==> config.mk <==
export PLATFORM = sky130hd
export DESIGN_NAME = ptc_ctrl
export DESIGN_NICKNAME = d
export VERILOG_FILES = /design/src/sv/ptc_pkg.sv /design/src/sv/ptc_ctrl.sv
export SDC_FILE = /design/constraint.sdc
export NUM_CORES = 1
export LEC_CHECK = 0
export ABC_AREA = 1
export CAP_MARGIN = 10
export CORE_AREA = 4 4 77 79
export DETAILED_ROUTE_END_ITERATION = 8
export DIE_AREA = 0 0 81 83
export DONT_BUFFER_PORTS = 1
export PLACE_DENSITY = 0.72
export REMOVE_ABC_BUFFERS = 1
export SLEW_MARGIN = 20
export SYNTH_ARGS = -nofsm -noshare
export SYNTH_HDL_FRONTEND = slang
export SYNTH_SLANG_ARGS = --single-unit
==> constraint.sdc <==
create_clock -name aclk -period 7.4 [get_ports aclk]
set_input_delay 1.48 -clock aclk [delete_from_list [all_inputs] [get_ports aclk]]
set_output_delay 1.48 -clock aclk [all_outputs]
set_load 0.02 [all_outputs]
==> src/sv/ptc_pkg.sv <==
`timescale 1ns / 1ps

package ptc_pkg;

    // datapath operations
    typedef enum logic [3:0] {
        OP_ADD   = 4'd0,
        OP_SUB   = 4'd1,
        OP_SHL   = 4'd2,
        OP_SDIVP = 4'd3,
        OP_MUL   = 4'd4,
        OP_DIV10 = 4'd5,
        OP_SETLT = 4'd6,
        OP_TSAT  = 4'd7,
        OP_PFIN  = 4'd8
    } op_t;

    // operand sources: scratch registers first, then fixed values
    typedef enum logic [4:0] {
        SRC_R0  = 5'd0,
        SRC_R1  = 5'd1,
        SRC_R2  = 5'd2,
        SRC_R3  = 5'd3,
        SRC_R4  = 5'd4,
        SRC_R5  = 5'd5,
        SRC_R6  = 5'd6,
        SRC_R7  = 5'd7,
        SRC_RAW = 5'd8,
        SRC_TL  = 5'd9,
        SRC_IMM = 5'd10,
        SRC_T1  = 5'd11,
        SRC_T2  = 5'd12,
        SRC_T3  = 5'd13,
        SRC_P1  = 5'd14,
        SRC_P2  = 5'd15,
        SRC_P3  = 5'd16,
        SRC_P4  = 5'd17,
        SRC_P5  = 5'd18,
        SRC_P6  = 5'd19,
        SRC_P7  = 5'd20,
        SRC_P8  = 5'd21,
        SRC_P9  = 5'd22,
        SRC_P10 = 5'd23,
        SRC_P11 = 5'd24
    } src_t;

    localparam int PC_W     = 6;
    localparam int REG_AW   = 3;
    localparam int WORD_W   = 64;
    localparam int CFG_IW   = 2;
    localparam int CFG_DW   = 48;

    localparam logic [CFG_IW-1:0] REG_TEMP_TRIM    = 2'd0;
    localparam logic [CFG_IW-1:0] REG_PRESS_TRIM_A = 2'd1;
    localparam logic [CFG_IW-1:0] REG_PRESS_TRIM_B = 2'd2;
    localparam logic [CFG_IW-1:0] REG_PRESS_TRIM_C = 2'd3;

    localparam logic [PC_W-1:0] TEMP_START  = 6'd0;
    localparam logic [PC_W-1:0] PRESS_START = 6'd12;

    localparam logic [4:0] DIVISOR_TEN = 5'd10;

    typedef struct packed {
        op_t               op;
        logic [REG_AW-1:0] dst;
        src_t              srca;
        src_t              srcb;
        logic [5:0]        shamt;
        logic [15:0]       imm;
    } instr_t;

    // controller to datapath
    typedef struct packed {
        logic   load;
        logic   start;
        instr_t ins;
    } ptc_cmd_t;

    // datapath to controller
    typedef struct packed {
        logic done;
        logic out_free;
    } ptc_stat_t;

    function automatic instr_t mk(op_t op, logic [REG_AW-1:0] dst, src_t a, src_t b,
                                  logic [5:0] sh, logic [15:0] imm);
        instr_t i;
        i.op    = op;
        i.dst   = dst;
        i.srca  = a;
        i.srcb  = b;
        i.shamt = sh;
        i.imm   = imm;
        return i;
    endfunction

    // microprogram: temperature at TEMP_START, pressure at PRESS_START
    function automatic instr_t prog_rom(logic [PC_W-1:0] pc);
        instr_t i;
        case (pc)
            // d1 = raw - 256*t1
            6'd0:  i = mk(OP_SHL,   3'd0, SRC_T1,  SRC_R0,  6'd8,  16'd0);
            6'd1:  i = mk(OP_SUB,   3'd0, SRC_RAW, SRC_R0,  6'd0,  16'd0);
            6'd2:  i = mk(OP_MUL,   3'd1, SRC_T2,  SRC_R0,  6'd0,  16'd0);
            6'd3:  i = mk(OP_SHL,   3'd1, SRC_R1,  SRC_R0,  6'd18, 16'd0);
            6'd4:  i = mk(OP_MUL,   3'd2, SRC_R0,  SRC_R0,  6'd0,  16'd0);
            6'd5:  i = mk(OP_MUL,   3'd2, SRC_R2,  SRC_T3,  6'd0,  16'd0);
            6'd6:  i = mk(OP_ADD,   3'd1, SRC_R1,  SRC_R2,  6'd0,  16'd0);
            6'd7:  i = mk(OP_SDIVP, 3'd1, SRC_R1,  SRC_R0,  6'd32, 16'd0);
            6'd8:  i = mk(OP_SETLT, 3'd0, SRC_R1,  SRC_R0,  6'd0,  16'd0);
            6'd9:  i = mk(OP_MUL,   3'd2, SRC_R1,  SRC_IMM, 6'd0,  16'd25);
            6'd10: i = mk(OP_SDIVP, 3'd2, SRC_R2,  SRC_R0,  6'd14, 16'd0);
            6'd11: i = mk(OP_TSAT,  3'd0, SRC_R2,  SRC_R0,  6'd0,  16'd0);
            // pressure: offset terms
            6'd12: i = mk(OP_MUL,   3'd0, SRC_TL,  SRC_TL,  6'd0,  16'd0);
            6'd13: i = mk(OP_SDIVP, 3'd1, SRC_R0,  SRC_R0,  6'd6,  16'd0);
            6'd14: i = mk(OP_MUL,   3'd1, SRC_R1,  SRC_TL,  6'd0,  16'd0);
            6'd15: i = mk(OP_SDIVP, 3'd1, SRC_R1,  SRC_R0,  6'd8,  16'd0);
            6'd16: i = mk(OP_MUL,   3'd2, SRC_P8,  SRC_R1,  6'd0,  16'd0);
            6'd17: i = mk(OP_SDIVP, 3'd2, SRC_R2,  SRC_R0,  6'd5,  16'd0);
            6'd18: i = mk(OP_MUL,   3'd3, SRC_P7,  SRC_R0,  6'd0,  16'd0);
            6'd19: i = mk(OP_SHL,   3'd3, SRC_R3,  SRC_R0,  6'd4,  16'd0);
            6'd20: i = mk(OP_MUL,   3'd4, SRC_P6,  SRC_TL,  6'd0,  16'd0);
            6'd21: i = mk(OP_SHL,   3'd4, SRC_R4,  SRC_R0,  6'd22, 16'd0);
            6'd22: i = mk(OP_SHL,   3'd5, SRC_P5,  SRC_R0,  6'd47, 16'd0);
            6'd23: i = mk(OP_ADD,   3'd5, SRC_R5,  SRC_R2,  6'd0,  16'd0);
            6'd24: i = mk(OP_ADD,   3'd5, SRC_R5,  SRC_R3,  6'd0,  16'd0);
            6'd25: i = mk(OP_ADD,   3'd5, SRC_R5,  SRC_R4,  6'd0,  16'd0);
            // sensitivity terms
            6'd26: i = mk(OP_MUL,   3'd2, SRC_P4,  SRC_R1,  6'd0,  16'd0);
            6'd27: i = mk(OP_SDIVP, 3'd2, SRC_R2,  SRC_R0,  6'd5,  16'd0);
            6'd28: i = mk(OP_MUL,   3'd3, SRC_P3,  SRC_R0,  6'd0,  16'd0);
            6'd29: i = mk(OP_SHL,   3'd3, SRC_R3,  SRC_R0,  6'd2,  16'd0);
            6'd30: i = mk(OP_SUB,   3'd4, SRC_P2,  SRC_IMM, 6'd0,  16'd16384);
            6'd31: i = mk(OP_MUL,   3'd4, SRC_R4,  SRC_TL,  6'd0,  16'd0);
            6'd32: i = mk(OP_SHL,   3'd4, SRC_R4,  SRC_R0,  6'd21, 16'd0);
            6'd33: i = mk(OP_SUB,   3'd6, SRC_P1,  SRC_IMM, 6'd0,  16'd16384);
            6'd34: i = mk(OP_SHL,   3'd6, SRC_R6,  SRC_R0,  6'd46, 16'd0);
            6'd35: i = mk(OP_ADD,   3'd6, SRC_R6,  SRC_R2,  6'd0,  16'd0);
            6'd36: i = mk(OP_ADD,   3'd6, SRC_R6,  SRC_R3,  6'd0,  16'd0);
            6'd37: i = mk(OP_ADD,   3'd6, SRC_R6,  SRC_R4,  6'd0,  16'd0);
            // raw-dependent terms
            6'd38: i = mk(OP_SDIVP, 3'd0, SRC_R6,  SRC_R0,  6'd24, 16'd0);
            6'd39: i = mk(OP_MUL,   3'd0, SRC_R0,  SRC_RAW, 6'd0,  16'd0);
            6'd40: i = mk(OP_MUL,   3'd2, SRC_P10, SRC_TL,  6'd0,  16'd0);
            6'd41: i = mk(OP_SHL,   3'd3, SRC_P9,  SRC_R0,  6'd16, 16'd0);
            6'd42: i = mk(OP_ADD,   3'd3, SRC_R2,  SRC_R3,  6'd0,  16'd0);
            6'd43: i = mk(OP_MUL,   3'd3, SRC_R3,  SRC_RAW, 6'd0,  16'd0);
            6'd44: i = mk(OP_SDIVP, 3'd3, SRC_R3,  SRC_R0,  6'd13, 16'd0);
            6'd45: i = mk(OP_DIV10, 3'd3, SRC_R3,  SRC_R0,  6'd0,  16'd0);
            6'd46: i = mk(OP_MUL,   3'd3, SRC_RAW, SRC_R3,  6'd0,  16'd0);
            6'd47: i = mk(OP_SDIVP, 3'd3, SRC_R3,  SRC_R0,  6'd9,  16'd0);
            6'd48: i = mk(OP_MUL,   3'd3, SRC_R3,  SRC_IMM, 6'd0,  16'd10);
            6'd49: i = mk(OP_MUL,   3'd4, SRC_RAW, SRC_RAW, 6'd0,  16'd0);
            6'd50: i = mk(OP_MUL,   3'd4, SRC_P11, SRC_R4,  6'd0,  16'd0);
            6'd51: i = mk(OP_SDIVP, 3'd4, SRC_R4,  SRC_R0,  6'd16, 16'd0);
            6'd52: i = mk(OP_MUL,   3'd4, SRC_R4,  SRC_RAW, 6'd0,  16'd0);
            6'd53: i = mk(OP_SDIVP, 3'd4, SRC_R4,  SRC_R0,  6'd7,  16'd0);
            // final sum
            6'd54: i = mk(OP_SDIVP, 3'd5, SRC_R5,  SRC_R0,  6'd2,  16'd0);
            6'd55: i = mk(OP_ADD,   3'd5, SRC_R5,  SRC_R0,  6'd0,  16'd0);
            6'd56: i = mk(OP_ADD,   3'd5, SRC_R5,  SRC_R3,  6'd0,  16'd0);
            6'd57: i = mk(OP_ADD,   3'd5, SRC_R5,  SRC_R4,  6'd0,  16'd0);
            6'd58: i = mk(OP_PFIN,  3'd0, SRC_R5,  SRC_R0,  6'd0,  16'd0);
            default: i = mk(OP_PFIN, 3'd0, SRC_R0, SRC_R0,  6'd0,  16'd0);
        endcase
        return i;
    endfunction

endpackage

==> src/sv/ptc_ctrl.sv <==
`timescale 1ns / 1ps

module ptc_ctrl
    import ptc_pkg::*;
(
    input  logic      aclk,
    input  logic      aresetn,
    input  logic      s_valid,
    input  logic      s_func,
    output logic      s_ready,
    input  ptc_stat_t stat,
    output ptc_cmd_t  cmd
);

    typedef enum logic [3:0] {
        ST_IDLE  = 4'b0001,
        ST_FETCH = 4'b0010,
        ST_EXEC  = 4'b0100,
        ST_WAIT  = 4'b1000
    } state_t;

    state_t          state_reg, state_next;
    logic [PC_W-1:0] pc_reg, pc_next;
    instr_t          ins;
    logic            is_final;
    logic            is_multi;
    logic            issue;

    // current microinstruction
    assign ins      = prog_rom(pc_reg);
    assign is_final = (ins.op == OP_TSAT) || (ins.op == OP_PFIN);
    assign is_multi = (ins.op == OP_MUL) || (ins.op == OP_DIV10);
    assign issue    = (state_reg == ST_EXEC) && !(is_final && !stat.out_free);

    assign s_ready   = (state_reg == ST_IDLE);
    assign cmd.load  = s_valid && s_ready;
    assign cmd.start = issue;
    assign cmd.ins   = ins;

    // sequencer
    always_comb begin
        state_next = state_reg;
        pc_next    = pc_reg;
        case (state_reg)
            ST_IDLE: begin
                if (s_valid) begin
                    pc_next    = s_func ? PRESS_START : TEMP_START;
                    state_next = ST_FETCH;
                end
            end
            ST_FETCH: begin
                state_next = ST_EXEC;
            end
            ST_EXEC: begin
                if (issue) begin
                    if (is_multi) begin
                        state_next = ST_WAIT;
                    end else if (is_final) begin
                        state_next = ST_IDLE;
                    end else begin
                        pc_next    = pc_reg + PC_W'(1);
                        state_next = ST_FETCH;
                    end
                end
            end
            ST_WAIT: begin
                if (stat.done) begin
                    pc_next    = pc_reg + PC_W'(1);
                    state_next = ST_FETCH;
                end
            end
            default: begin
                state_next = ST_IDLE;
            end
        endcase
    end

    always_ff @(posedge aclk) begin
        if (!aresetn) begin
            state_reg <= ST_IDLE;
            pc_reg    <= TEMP_START;
        end else begin
            state_reg <= state_next;
            pc_reg    <= pc_next;
        end
    end

endmodule

==> results of run 1 <==
## cell usage after synthesis, drive strengths merged
master  number  area (um2)
nand2      173         702
xnor2        1        8.76
clkbuf       2        7.51
nor3         4        25.0
o211ai       7        52.6
dfxtp       36         721
nand3b       3        22.5
or2          1        6.26
nor2        47         251
conb         1        3.75
o21ai       13        65.1
nand4        7        50.1
ha          16         200
a21oi       11        62.6
o21bai       1        7.51
buf         26         200
inv         55         209
nand3       82         483
xor2         1        8.76
## cell type report
type                       instances  area, um2
clock inverter                     2       35.0
inverter                          55        209
fill                             574       2220
tap                               72       90.1
multi-input combinational        379       1990
sequential                        36        721
clock buffer                       6       72.6
## report_power, final
part / internal [W] / leakage [nW] / total, W / switching (W)
clock network: 0.0000999 / 0.0552 / 0.000167 / 0.0000666
registers: 0.000252 / 0.296 / 0.000345 / 0.0000926
logic: 0.000155 / 1.36 / 0.000551 / 0.000396
## final timing paths
kind           startpoint           end  slack, ns
min          state_reg[1]  state_reg[2]       0.57
max reg2reg       ins[37]       ins[36]       4.41
min reg2reg  state_reg[1]  state_reg[2]       0.57
max               s_valid       cmd[40]       3.59
## per-layer routing
layer,share of wire (%),vias to the layer above
li1,-,1510
met1,44,1424
met2,44,178
met3,8.8,25
met4,2.9,0
met5,0,-
## stage by stage
step | utilization, % | setup WS (ns) | total power [W]
floorplan | - | 3.70 | 0.000752
global placement | 56.4 | 3.62 | 0.000884
detailed placement | 56.4 | 3.59 | 0.000884
CTS | 58.4 | 3.59 | 0.00105
global route | 58.4 | 3.50 | 0.00115
finish | 58.4 | 3.59 | 0.00106
## worst min-delay path: cells and delay by family, from the launching register on
family	cells	cell delay (ns)
AND/OR/NAND/NOR	1	0.11
AO/OA/AOI/OAI	1	0.06
flip-flops	1	0.35
## logic make-up after synthesis
group | synth area share [%]
and+or+nand+nor | 49.9
buffers and inverters | 13.5
DFF | 23.3
AOI/OAI and AO/OA | 6.08
adders and majority gates | 6.49
xor gates and xnor gates | 0.568
other | 0.121
==> reports/metrics.yaml, run 1 <==
fin_nets: 499
ys_ff_latch: 36
antenna_found_initial: 0
reg2reg_depth: 20
netlist_instances: 487
hpwl_um: 6450
core_um2: 5340
antenna_cells: 0
numCtsBuffers: 5
start_util_pct: 57.8
cp_max_fo: 13
clock-sinks: 36
syn2layout_area_growth_pct: 1.01
slowest_delay_ns: 0.37
avgSynthCellArea_um2: 6.34
path_depth: 5
placed_area_um2: 3010
num_io_pins: 48
grt_max_degree: 27
design_area_um2: 3120
routed_via_density: 5.70
drive_above_1_share_pct: 12.1
vias: 3137
required_ns: 5.92
min_path_type: "register to register"
place.gp.congestion: 0.982
synth_area_um2: 3090
crit_family: "simple AND/OR/NAND/NOR gates"
wirelength_um: 8540
grt_first_pass_wirelength_um: 14100
skew_ns: 0.00635
postCtsSetupBuffers: 0
hold_slack_ns: 0.571
drv_cap: 0
drtIter0Drc: 404
period_minus_slack_ns: 3.81
top_usage_layer: "met2"
die_y_um: 83
synth_cell_type_count: 34
drc: 0
worstSetupPathType: "primary input to primary output"
relSlewSlack_pct: 60.9
die_area_um2: 6720
ant_nets: 0
final_common_cell: "nand2_1"
hold_buffers: 0
end_kind: "primary output"
cp_data_arrival_time_ns: 2.33
layoutNonFillerInstCount: 550
h-tree-depth: 2
worstSkewPairLatency_ns: 0.29
wire_per_inst_um: 15.5
cts_tree: "built"
final_cell_mix: "156 x nand2_1, 72 x nand3_1, 44 x inv_1"
fin_crit_sh_pct: 51.5
finalHoldViolCount: 0
setup_tns_ns: 0
drt_first_pass_iters: 5
leakage_nw: 1.71
crit_chain: "nand3b_1 -> nand2_2 -> inv_4 -> nand3_4 -> nor2_1"
cts-resized-gates: 0
cts.path.max_buffers: 2
rsz0062_at_grt: "no"
powerDensity_nw_per_um2: 341
grtUsageMet1_pct: 37.7
status: "complete, no violations"
setup_viol: 0
place_inst: 542
max_freq_ghz: 0.262
critPathSlowestCell: "nor2_1"
grt_pass1_vias: 2988
min_path_cells: 2
drv_slew: 0
worst_pin_slew_ns: 0.585
cts_root_buf: "clkbuf_8"
die_w_um: 81
met3_usage_pct: 5.75
grt_remaining_overflow: 0
portBuffers: 0
rows: 27
cp-start-kind: "primary input"
met2_usage_pct: 38.2
clk_pin_slew_ns: 0.06
ys_warn_count: 0
critPathBufInv: 1
yosysSeqAreaShare_pct: 23.3
largest_reg_flops: 26
vdd_ir_drop_max_uv: 175
grtUsageTotal_pct: 26.4
Power figures use the tool's default switching activity.
==> run 2: changes to the inputs <==
==> constraint.sdc (replaced) <==
create_clock -name aclk -period 3.6 [get_ports aclk]
set_input_delay 0.72 -clock aclk [delete_from_list [all_inputs] [get_ports aclk]]
set_output_delay 0.72 -clock aclk [all_outputs]
set_load 0.02 [all_outputs]
==> run 2 against run 1 <==
- critical path depth up 13
- via count fell by 0.80%
- register-to-register slack worse by 3.8 ns
- global-route usage rose by 0.40 points
- sequential power rose by 100%
- power grew 110%
==> reports/metrics.yaml, run 2 (synthesis results as in run 1) <==
cts_root_buf: "clkbuf_8"
cts_tree: "built"
p_sw_w: 0.00115
p_sw_share_pct: 52.5
vias: 3112
cp_max_fo: 13
max_freq_ghz: 0.333
final_cell_mix: "156 x nand2_1, 72 x nand3_1, 44 x inv_1"
h-tree-depth: 2
drc: 0
powerDensity_nw_per_um2: 704
end_kind: "register"
rsz0062_at_grt: "no"
worstSetupPathType: "register to register"
cp-start-kind: "register"
hpwl_um: 6630
grt_remaining_overflow: 0
status: "complete, no violations"
die_y_um: 83
setup_viol: 0
min-delay-start: "aresetn"
start_util_pct: 57.8
syn2layout_area_growth_pct: 1.26
grt_max_degree: 27
layoutNonFillerInstCount: 551
wirelength_um: 8810
drtIter0Drc: 426
totalPowerFinal_w: 0.00220
ant_nets: 0
reg2reg_depth: 18
drt_first_pass_iters: 6
clk_pin_slew_ns: 0.07
largest_reg_flops: 26
antenna_cells: 0
clock-sinks: 36
internal_power_w: 0.00105
grt_pass1_vias: 2909
place.gp.congestion: 1.00
place_inst: 543
drv_slew: 0
p_comb_share_pct: 51.9
core_um2: 5340
cp_data_arrival_time_ns: 3.17
fin_nets: 500
die_area_um2: 6720
final_common_cell: "nand2_1"
cts-resized-gates: 0
grtUsageTotal_pct: 26.8
vdd_ir_drop_max_uv: 353
grt_first_pass_wirelength_um: 14300
r2r_start: "ins[37]"
die_w_um: 81
worstSkewPairLatency_ns: 0.29
drive_above_1_share_pct: 12.3
finalHoldViolCount: 0
fin_crit_sh_pct: 83.5
hold_buffers: 0
numCtsBuffers: 5
rows: 27
min_path_type: "primary input to register"
num_io_pins: 48
postCtsSetupBuffers: 0
whs_endpoint: "state_reg[0]"
setup_tns_ns: 0
routed_via_density: 5.65
antenna_found_initial: 0
skew_ns: 0.00334
period_minus_slack_ns: 3.01
leakage_nw: 1.72
required_ns: 3.76
r2r_end: "ins[17]"
pwr-share-seq_pct: 32.1
wire_per_inst_um: 16.0
drv_cap: 0
cts.path.max_buffers: 2
portBuffers: 0
clkPwrFrac_pct: 16.0
ff2ff_setup_slack_ns: 0.59
min_path_cells: 1
-- run 2: changes by cell type in the layout (fill, tap and decap cells not counted), sizes merged --
| cell | change |
|---|---|
| buf | +1 |
-- run 2: cell type report --
type,instances,area [um2]
clock buffer,6,72.6
clock inverter,2,35.0
fill,565,2210
inverter,55,209
multi-input combinational,379,1990
sequential,36,721
tap,72,90.1
timing repair buffer,1,7.51
-- run 2: power groups by stage --
stage	logic (W)	clock network [W]	registers, W
2_1_floorplan	0.000849	0	0.000697
3_3_place_gp	0.00111	0	0.000717
3_5_place_dp	0.00111	0	0.000715
4_1_cts	0.00112	0.000364	0.000707
5_1_grt	0.00126	0.000380	0.000718
6_report	0.00114	0.000352	0.000706
-- run 2: layer usage --
layer,GRT usage [%],part of all wire [%],up-vias
met5,0,0,-
met4,7.53,2.2,0
met3,3.90,9.7,27
met2,40.0,44,192
met1,39.6,44,1385
li1,-,-,1508
-- run 2: per-stage QoR --
step / setup slack (ns) / utilization, % / instance area (um2) / hold WS [ns]
3_5_place_dp: 0.507 / 56.5 / 3020 / 0.557
3_3_place_gp: 0.616 / 56.5 / 3020 / 0.550
2_1_floorplan: 0.944 / - / 2920 / 0.530
4_1_cts: 0.602 / 58.6 / 3130 / 0.535
6_report: 0.593 / 58.6 / 3130 / 0.535
5_1_grt: 0.292 / 58.6 / 3130 / 0.527
-- run 2: critical path, stage by stage (launching register included) --
cell and delay, ns:
dfxtp_1 0.49, inv_1 0.07, nor2_1 0.13, nand2_1 0.11, nand3_1 0.10, nand2_2 0.09
nand3_4 0.15, nand2_1 0.07, nand2_1 0.08, inv_1 0.07, nand2_1 0.31, inv_1 0.24
ha_1 0.32, nand2_1 0.18, inv_1 0.12, nand2_1 0.11, nor2_1 0.05, nor2_1 0.10
nand4_1 0.09
-- run 2: worst max path at each step --
stage,to,cells past startpoint,startpoint
2_1_floorplan,ins[36],18,s_valid
3_5_place_dp,ins[17],16,s_valid
4_1_cts,ins[17],18,ins[37]
3_3_place_gp,ins[17],15,stat[1]
6_report,ins[17],18,ins[37]
5_1_grt,ins[17],18,ins[37]
